File: config.mk
export PLATFORM = sky130hd
export DESIGN_NAME = fcw_color
export DESIGN_NICKNAME = d
export VERILOG_FILES = /design/src/rtl/fcw_pkg.sv /design/src/rtl/fcw_color.sv
export SDC_FILE = /design/constraint.sdc
export NUM_CORES = 2
export LEC_CHECK = 0
export BUFFER_PORTS_ARGS = -buffer_cell sky130_fd_sc_hd__buf_2
export CORE_MARGIN = 10
export CORE_UTILIZATION = 50
export DETAILED_ROUTE_END_ITERATION = 16
export PLACE_DENSITY_LB_ADDON = 0.12
export SLEW_MARGIN = 10
export SYNTH_ARGS = -nofsm -noshare
export SYNTH_HDL_FRONTEND = slang
export SYNTH_SLANG_ARGS = --single-unit
File: constraint.sdc
create_clock -name clk -period 22.5 [get_ports clk]
set_clock_uncertainty 0.05 [all_clocks]
set_input_delay 1.125 -clock clk [delete_from_list [all_inputs] [get_ports clk]]
set_output_delay 1.125 -clock clk [all_outputs]
set_load 0.01 [all_outputs]
File: src/rtl/fcw_pkg.sv
// Shared types, constants and the color wheel table for the flow color wheel.
// No dependencies; every rtl file imports it.
package fcw_pkg;

    localparam int NCOLS       = 55;
    localparam int CORDIC_N    = 20;
    localparam int SQRT_N      = 28;
    localparam int DIV_N       = 28;
    localparam int ZW          = 26;
    localparam int XW          = 36;
    localparam logic [22:0] QUARTER = 23'd4194304;
    localparam logic [14:0] MAX_MOTION_RST = 15'd2560;

    // register index, taken from paddr[2]
    localparam logic REG_MAX_MOTION = 1'b0;

    typedef logic [23:0] wheel_rom_t [NCOLS];

    typedef struct packed {
        logic                 vld;
        logic                 fv;
        logic signed [XW-1:0] x;
        logic signed [XW-1:0] y;
        logic signed [ZW-1:0] z;
        logic [31:0]          s;
        logic                 fx_neg;
        logic                 fy_neg;
        logic                 ax_zero;
        logic                 ay_zero;
    } cordic_t;

    typedef struct packed {
        logic        vld;
        logic        fv;
        logic [23:0] h;
        logic [55:0] v;
        logic [56:0] r;
    } sqrt_t;

    typedef struct packed {
        logic        vld;
        logic        fv;
        logic [23:0] h;
        logic [27:0] n;
        logic [14:0] rem;
        logic [27:0] q;
    } div_t;

    function automatic logic [21:0] atan_turns(input logic [4:0] i);
        logic [21:0] a;
        begin
            case (i)
                5'd0:    a = 22'd2097152;
                5'd1:    a = 22'd1238021;
                5'd2:    a = 22'd654136;
                5'd3:    a = 22'd332050;
                5'd4:    a = 22'd166669;
                5'd5:    a = 22'd83416;
                5'd6:    a = 22'd41718;
                5'd7:    a = 22'd20860;
                5'd8:    a = 22'd10430;
                5'd9:    a = 22'd5215;
                5'd10:   a = 22'd2608;
                5'd11:   a = 22'd1304;
                5'd12:   a = 22'd652;
                5'd13:   a = 22'd326;
                5'd14:   a = 22'd163;
                5'd15:   a = 22'd81;
                5'd16:   a = 22'd41;
                5'd17:   a = 22'd20;
                5'd18:   a = 22'd10;
                5'd19:   a = 22'd5;
                default: a = 22'd0;
            endcase
            return a;
        end
    endfunction

    // Evaluated at elaboration only.
    function automatic wheel_rom_t build_wheel();
        wheel_rom_t w;
        int r;
        int g;
        int b;
        int k;
        begin
            for (int i = 0; i < NCOLS; i++) begin
                k = i;
                if (k < 15) begin
                    r = 255; g = 255 * k / 15; b = 0;
                end else if (k < 21) begin
                    k = k - 15; r = 255 - 255 * k / 6; g = 255; b = 0;
                end else if (k < 25) begin
                    k = k - 21; r = 0; g = 255; b = 255 * k / 4;
                end else if (k < 36) begin
                    k = k - 25; r = 0; g = 255 - 255 * k / 11; b = 255;
                end else if (k < 49) begin
                    k = k - 36; r = 255 * k / 13; g = 0; b = 255;
                end else begin
                    k = k - 49; r = 255; g = 0; b = 255 - 255 * k / 6;
                end
                w[i] = {8'(r), 8'(g), 8'(b)};
            end
            return w;
        end
    endfunction

    localparam wheel_rom_t WHEEL_ROM = build_wheel();

endpackage

File: src/rtl/fcw_color.sv
// Wheel lookup, interpolation and saturation stages; last stage is the output word.
// Depends on fcw_pkg.
module fcw_color (
    input  logic          clk,
    input  logic          rst_n,
    input  logic          en,
    input  fcw_pkg::div_t d_in,
    output logic          out_vld,
    output logic [7:0]    red,
    output logic [7:0]    green,
    output logic [7:0]    blue
);
    import fcw_pkg::*;

    // stage 1
    logic        v1_reg, fv1_reg, in1_reg;
    logic [17:0] fk1_reg;
    logic [12:0] rad1_reg;
    logic [29:0] hp;
    // stage 2
    logic        v2_reg, fv2_reg, in2_reg;
    logic [12:0] rad2_reg;
    logic [19:0] p0_reg [3];
    logic [19:0] p1_reg [3];
    logic [5:0]  k0, k1;
    logic [11:0] f;
    logic [12:0] wf;
    logic [23:0] e0, e1;
    // stage 3
    logic        v3_reg, fv3_reg, in3_reg;
    logic [12:0] rad3_reg;
    logic [19:0] cq3_reg [3];
    // stage 4
    logic        v4_reg, fv4_reg, in4_reg;
    logic [31:0] pr4_reg [3];
    logic [21:0] tr4_reg [3];
    // stage 5
    logic        v5_reg;
    logic [7:0]  ch5_reg [3];
    logic [7:0]  ch5_next [3];

    assign hp = {6'd0, d_in.h} * 30'(NCOLS - 1);

    always_comb
    begin
        k0 = fk1_reg[17:12];
        if (k0 > 6'(NCOLS - 1))
            k0 = 6'(NCOLS - 1);
        k1 = (k0 == 6'(NCOLS - 1)) ? 6'd0 : k0 + 6'd1;
        f  = fk1_reg[11:0];
        wf = 13'd4096 - {1'b0, f};
        e0 = WHEEL_ROM[k0];
        e1 = WHEEL_ROM[k1];
    end

    always_comb
    begin
        for (int c = 0; c < 3; c++)
        begin
            if (!fv4_reg)
                ch5_next[c] = 8'd0;
            else if (in4_reg)
                ch5_next[c] = 8'((32'd4278190080 - pr4_reg[c]) >> 24);
            else
                ch5_next[c] = tr4_reg[c][21:14];
        end
    end

    always_ff @(posedge clk or negedge rst_n)
    begin
        if (!rst_n)
        begin
            v1_reg <= 1'b0;
            v2_reg <= 1'b0;
            v3_reg <= 1'b0;
            v4_reg <= 1'b0;
            v5_reg <= 1'b0;
        end
        else if (en)
        begin
            v1_reg <= d_in.vld;
            v2_reg <= v1_reg;
            v3_reg <= v2_reg;
            v4_reg <= v3_reg;
            v5_reg <= v4_reg;
        end
    end

    always_ff @(posedge clk)
    begin
        if (en)
        begin
            fv1_reg  <= d_in.fv;
            fk1_reg  <= hp[29:12];
            in1_reg  <= (d_in.q <= 28'd4096);
            rad1_reg <= d_in.q[12:0];

            fv2_reg  <= fv1_reg;
            in2_reg  <= in1_reg;
            rad2_reg <= rad1_reg;
            for (int c = 0; c < 3; c++)
            begin
                p0_reg[c] <= 20'(e0[23-8*c -: 8]) * 20'(wf);
                p1_reg[c] <= 20'(e1[23-8*c -: 8]) * 20'(f);
            end

            fv3_reg  <= fv2_reg;
            in3_reg  <= in2_reg;
            rad3_reg <= rad2_reg;
            for (int c = 0; c < 3; c++)
                cq3_reg[c] <= p0_reg[c] + p1_reg[c];

            fv4_reg <= fv3_reg;
            in4_reg <= in3_reg;
            for (int c = 0; c < 3; c++)
            begin
                pr4_reg[c] <= 32'(rad3_reg) * 32'(20'd1044480 - cq3_reg[c]);
                tr4_reg[c] <= 22'(cq3_reg[c]) * 22'd3;
            end

            for (int c = 0; c < 3; c++)
                ch5_reg[c] <= ch5_next[c];
        end
    end

    assign out_vld = v5_reg;
    assign red     = ch5_reg[0];
    assign green   = ch5_reg[1];
    assign blue    = ch5_reg[2];
endmodule

After elaboration in Yosys (flattened, before gate mapping)

Memory sizes are Yosys's and may differ from the RTL's.
Index checks and enable logic that the tools add are counted.

$add $sub $neg: 11
Multipliers: 13
Magnitude comparators: 4
Eq/ne operators: 1
Muxes and demuxes: 14
Bitwise gates (word level): 2

Operator list:

| cell                                                  | count |
|---|---|
| multiplier 14 x 21 -> 32 bit                          | 3 |
| two-way mux 24 bit                                    | 4 |
| subtractor 32 bit, first input constant               | 3 |
| multiplier 20 x 2 -> 22 bit, second input constant    | 3 |
| subtractor 20 x 20 -> 21 bit, first input constant    | 3 |
| adder 20 bit                                          | 3 |
| multiplier 8 x 12 -> 20 bit                           | 3 |
| multiplier 8 x 13 -> 20 bit                           | 3 |
| two-way mux 8 bit                                     | 6 |
| multiplier 24 x 5 -> 29 bit, second input constant    | 1 |
| <= comparator 28 x 13 -> 1 bit, second input constant | 1 |
| >= comparator 7 bit, second input constant            | 2 |
| inverter 6 -> 7 bit                                   | 2 |
| subtractor 13 x 12 -> 13 bit, first input constant    | 1 |
| two-way mux 6 bit                                     | 2 |
| adder 6 x 1 -> 6 bit, second input constant           | 1 |
| == test 6 bit, second input constant                  | 1 |
| > comparator 6 bit, second input constant             | 1 |
| two-way mux 1 bit                                     | 2 |

Flip-flop bits (word level): 70
Memory bits (writable): 366
Bits in read-only memories: 3072
Input port bits: 100
Output and inout bits: 25
Logic and storage cells: 70
Memories: 8

Memory list:

| name             | depth | bits a word | read ports | clocked after Yosys merged registers in | write ports | RTL line        | text |
|---|---|---|---|---|---|---|---|
| (name not given) | 64    | 24          | 1          | 0                                       | 0           | fcw_color.sv:53 | `e1 = WHEEL_ROM[k1];` |
| (name not given) | 64    | 24          | 1          | 0                                       | 0           | fcw_color.sv:52 | `e0 = WHEEL_ROM[k0];` |
| pr4_reg          | 3     | 32          | 3          | 0                                       | 3           | fcw_color.sv:35 | `logic [31:0] pr4_reg [3];` |
| tr4_reg          | 3     | 22          | 3          | 0                                       | 3           | fcw_color.sv:36 | `logic [21:0] tr4_reg [3];` |
| cq3_reg          | 3     | 20          | 3          | 0                                       | 3           | fcw_color.sv:32 | `logic [19:0] cq3_reg [3];` |
| p0_reg           | 3     | 20          | 3          | 0                                       | 3           | fcw_color.sv:23 | `logic [19:0] p0_reg [3];` |
| 2 more memories  | -     | -           | -          | -                                       | -           | -               |  |

Longest topological paths before layout

Depth after elaboration: 9
Mapped depth: 34
Depth with buffers taken out: 32

Worst setup path after synthesis

OpenSTA, ideal clock, no wires.

Kind: flip-flop to flip-flop
Start point: register fk1_reg[16]
End point: memory p1_reg[1][19], in the netlist p1_reg[0][39], data pin
Setup time: 260 ps
Data arrival time: 7332 ps
Required time: 22190 ps
Setup slack: 14859 ps
Cell stages (with the launch flop): 31
Buffers on the path: 3
Clock period less this slack: 7641 ps
Path through: edfxtp_1 buf_2 and2_1 a21oi_1 inv_1 ha_1 inv_1 ha_1 nor2_2 buf_2 ha_1 nor3_1 nor3_1 a31oi_1 clkbuf_2 nor2b_1 fa_1 fa_1 fa_1 inv_1 fa_1 inv_1 ha_1 a21boi_1 o21ai_1 a21oi_1 a41o_1 o41a_1 a211o_1 a21oi_1 xnor2_1

RTL lines:

| item                     | RTL line        | text |
|---|---|---|
| start: declaration       | fcw_color.sv:17 | `logic [17:0] fk1_reg;` |
| start signal: assignment | fcw_color.sv:94 | `fk1_reg <= hp[29:12];` |
| end: declaration         | fcw_color.sv:24 | `logic [19:0] p1_reg [3];` |

==> summary.md <==
The share of the clock period used by the worst path after layout is 41.8%. Wire length of the first global-routing pass: 264 mm. Synthesis produced a netlist whose cell count is 7163. Summing the areas of all compound-gate instances in the mapped netlist gives 6.72% of the synthesized area.

In this run the count of I/O pins placed on the die edge is 125. For this run, design rule violations remaining after detail routing come to 0. For this run, the total global-route usage over all layers was measured as 21.3%. For the number of setup buffers added after CTS, the log shows 0. The run gives 0 as the total congestion overflow. The tools report the number of failing setup endpoints in the final timing report as 0.

STA classifies the critical path endpoint as a flop. In this run the standard cell core region covers 136000 um2. Global routing consumed, on the met1 layer, 28.3% of the routing resources. The run gives 12.6k as the layout filler cell count. Clock-pin slew was measured on the worst setup and hold paths at 0.07 ns.

The synthesized net count is 9108, and the mux cell area share after synthesis is 0.433%. The mapped netlist covers 68500 um2. For met2 alone, demand over resource in global routing was 36.4%. In the layout the commonest cells are sky130_fd_sc_hd__inv_1, sky130_fd_sc_hd__fa_1, sky130_fd_sc_hd__nand2_1. The register with the most flip-flops in the layout has 96 of them. In this run the remaining antenna-violating nets after routing total 0. The run gives 4 as the number of antenna violations at the first check in global routing. The worst register-to-register path has a depth of 29.

The H-tree was split into 2 levels. The reg-to-reg endpoint was p1_reg[0][17]$_DFFE_PP_. The xor and xnor area share after synthesis was 4.77%; the horizontal die dimension was 390 um.

Summed over all failing endpoints, the final setup total negative slack is 0 ns. In this run, synthesis produced a sequential element count of 394. The final hold violation count is 0, and the count of yosys warnings during synthesis is 0. In this run, the number of DRC markers left after iteration 0 of detailed routing was 2797. Type of the worst min-delay path: primary input to async pin. The pre-antenna-repair detailed-routing pass consisted of 6 iterations.

For flop-to-flop paths, the worst setup slack is 13.10 ns. Relative to the synthesized area, the layout overhead comes to 6.32%. The worst path required time came out at 22.92 ns. Summed over all layers, the routed wires come to 157 mm.

Clock latency on the worst-skew pair, taken at its later pin, is 0.67 ns. In this run the tightest slew margin relative to its limit is 16.2%. In the routed layout, each cell is associated on average with a via count of 5.27. Sequential-to-total area share from yosys stat: 17.2%.

TritonCTS built the clock tree. The die extent in y was 390 um. The longest individual stage delay on the worst path was 0.81 ns.

In this run the worst path has a maximum fanout of 20. The sink count of the clock tree was 394. The placer congestion estimate was 0.898; the synthesized area per cell was 9.56 um2.

For the post-CTS resize count, the log shows 0. By instance count, the cell type seen most on the critical path is sky130_fd_sc_hd__inv_1. In this run, distinct cell masters in the synthesized netlist total 93. Summing the areas of all and, or, nand and nor instances in the mapped netlist gives 15.3% of the synthesized area. The run gives 9.83 ns as the critical path arrival. The combinational family with the most area after synthesis was adder cells. The final count of pins violating max slew came out at 0.

Based on the critical path, the design can be clocked at up to 0.106 GHz. Per-cell routed wire length: 17.5 um. The number of maximum-capacitance constraint violations is 0, and the starting utilization of the core area is 50.4%. Of the cells placed in the final design, the portion with a size suffix greater than 1 is 5.01%. The tree is rooted in a sky130_fd_sc_hd__clkbuf_16.

The critical path is of the flop to flop type. The most common cell after layout, fill and taps aside is sky130_fd_sc_hd__inv_1. Actual slew at the worst max-slew pin: 1.25 ns.

STA classifies the critical path startpoint as a flop. Detailed routing inserted a total of 47.3k vias. The floorplan step defined a die boundary enclosing 152000 um2. The synthesized-area fraction occupied by adder cells is 46.2%. Global routing consumed, on the met3 layer, 2.29% of the routing resources. The layer with the highest usage is met2. The routed design could run at a clock period as short as 9.40 ns. Input and output buffers added on the ports amount to 81. The maximum buffer depth of the clock tree was 3; the number of hold-repair buffers added at the cts stage was 0.

Detailed placement finished with a half-perimeter wire length of 123 mm. In this run, synthesis inferred 389 flip-flops with an integrated enable. The run finished with clean final reports. The tools report the source of the worst register-to-register timing path as fk1_reg[16]$_DFFE_PP_.

For this run, asynchronously set or reset flops after synthesis account for 1.27%. The floorplan has 135 rows. The via count of the first global-routing pass is 51.0k.

The final layout contains 9085 nets. Clock buffer count from CTS: 52. The largest individual stage delay along the critical path comes from the cell sky130_fd_sc_hd__edfxtp_1.

The maximum number of pins on one net before global-route repair came out at 166. Setup repair after global routing left no endpoint under its margin. Among all flip-flop cells after synthesis, the most frequent one is sky130_fd_sc_hd__edfxtp_1.
## synthesized netlist by cell type, types with 5 or more instances
library cell | n | area share [%]
sky130_fd_sc_hd__a41oi_1 | 7 | 0.089
sky130_fd_sc_hd__nand3_1 | 79 | 0.58
sky130_fd_sc_hd__mux2_2 | 5 | 0.082
sky130_fd_sc_hd__a31oi_1 | 27 | 0.25
sky130_fd_sc_hd__o21bai_1 | 34 | 0.37
sky130_fd_sc_hd__a311oi_1 | 8 | 0.10
sky130_fd_sc_hd__nor3_1 | 68 | 0.50
sky130_fd_sc_hd__fa_1 | 1138 | 33
sky130_fd_sc_hd__nand2_1 | 747 | 4.1
sky130_fd_sc_hd__o211ai_1 | 9 | 0.099
sky130_fd_sc_hd__o21ai_0 | 138 | 1.0
sky130_fd_sc_hd__nand4_1 | 18 | 0.16
sky130_fd_sc_hd__edfxtp_1 | 389 | 17
sky130_fd_sc_hd__o22ai_1 | 6 | 0.055
sky130_fd_sc_hd__o31ai_1 | 19 | 0.21
sky130_fd_sc_hd__or3_1 | 25 | 0.23
sky130_fd_sc_hd__buf_1 | 5 | 0.027
sky130_fd_sc_hd__inv_1 | 1429 | 7.8
sky130_fd_sc_hd__dfrtp_1 | 5 | 0.18
sky130_fd_sc_hd__clkbuf_1 | 225 | 1.2
sky130_fd_sc_hd__xor2_1 | 84 | 1.1
sky130_fd_sc_hd__and2_1 | 614 | 5.6
sky130_fd_sc_hd__a211oi_1 | 29 | 0.32
sky130_fd_sc_hd__ha_1 | 707 | 13
sky130_fd_sc_hd__o21ai_2 | 5 | 0.064
sky130_fd_sc_hd__a21oi_1 | 219 | 1.6
sky130_fd_sc_hd__a211o_1 | 9 | 0.12
sky130_fd_sc_hd__o21ai_1 | 14 | 0.10
sky130_fd_sc_hd__buf_2 | 27 | 0.20
sky130_fd_sc_hd__a31o_2 | 8 | 0.10
sky130_fd_sc_hd__xnor2_1 | 287 | 3.7
sky130_fd_sc_hd__nand2b_1 | 35 | 0.32
sky130_fd_sc_hd__nor2_1 | 322 | 1.8
sky130_fd_sc_hd__and3_1 | 32 | 0.29
sky130_fd_sc_hd__or2_2 | 16 | 0.15
sky130_fd_sc_hd__a221oi_1 | 7 | 0.089
sky130_fd_sc_hd__a21o_1 | 59 | 0.65
sky130_fd_sc_hd__mux2i_1 | 24 | 0.35
sky130_fd_sc_hd__nand4b_1 | 5 | 0.064
sky130_fd_sc_hd__a21boi_0 | 20 | 0.22
sky130_fd_sc_hd__nor2b_1 | 102 | 0.93
sky130_fd_sc_hd__nor4_1 | 28 | 0.26
sky130_fd_sc_hd__o21a_1 | 32 | 0.35
## logic make-up after synthesis
family	after synthesis
mux	29
xor+xnor	372
simple gates	2121
fa+ha+maj	1845
buf+inv	1695
flops	394
compound gates	707
## worst max-delay path, delay by kind of cell, from the launching register on
family	cells	cell delay [ns]
compound gates	8	2.02
fa+ha+maj	7	3.08
buf+inv	8	1.04
flops	1	0.81
simple gates	6	2.19
## area by class of cell
type                    instances  area, um2  share of cell area (%)
multi-input cells            5074      50400                    69.2
inverters                    1433       5380                    7.38
clock inverters                41        435                   0.598
flip-flops and latches        394      11800                    16.2
repair buffers                185       1210                    1.66
diodes                          3       7.51                  0.0103
clock buffers                  57       1340                    1.84
well taps                    1781       2230                    3.06
## through the flow
| step | cells | util (%) | area [um2] | hold WS, ns | setup slack, ns |
|---|---|---|---|---|---|
| floorplan | 7163 | - | 68500 | 0.350 | 14.86 |
| global placement | 8867 | 52.3 | 71100 | 0.352 | 13.32 |
| detailed placement | 8867 | 52.3 | 71100 | 0.355 | 13.22 |
| CTS | 8965 | 53.6 | 72800 | 0.193 | 13.22 |
| global route | 8968 | 53.6 | 72800 | 0.215 | 12.52 |
| finish | 8968 | 53.6 | 72800 | 0.255 | 13.10 |
## how the worst max path moves through the flow
stage                          startpoint                 endpoint  slack (ns)  depth (start not counted)
floorplan           fk1_reg[16]$_DFFE_PP_  p1_reg[0][39]$_DFFE_PP_       14.86                         30
global placement    fk1_reg[17]$_DFFE_PP_  p1_reg[0][59]$_DFFE_PP_       13.32                         30
detailed placement  fk1_reg[16]$_DFFE_PP_  p1_reg[0][17]$_DFFE_PP_       13.22                         29
CTS                 fk1_reg[16]$_DFFE_PP_  p1_reg[0][17]$_DFFE_PP_       13.22                         29
global route        fk1_reg[16]$_DFFE_PP_  p1_reg[0][17]$_DFFE_PP_       12.52                         29
finish              fk1_reg[16]$_DFFE_PP_  p1_reg[0][17]$_DFFE_PP_       13.10                         29
## per-layer routing
metal / share of wire, % / vias up
met5: 0 / -
met4: 3.4 / 0
met3: 3.9 / 224
met2: 48 / 881
met1: 44 / 23879
li1: - / 22294
Power is not shown: default switching activity piles up to over one toggle a cycle in this logic, so the estimate is an artifact.
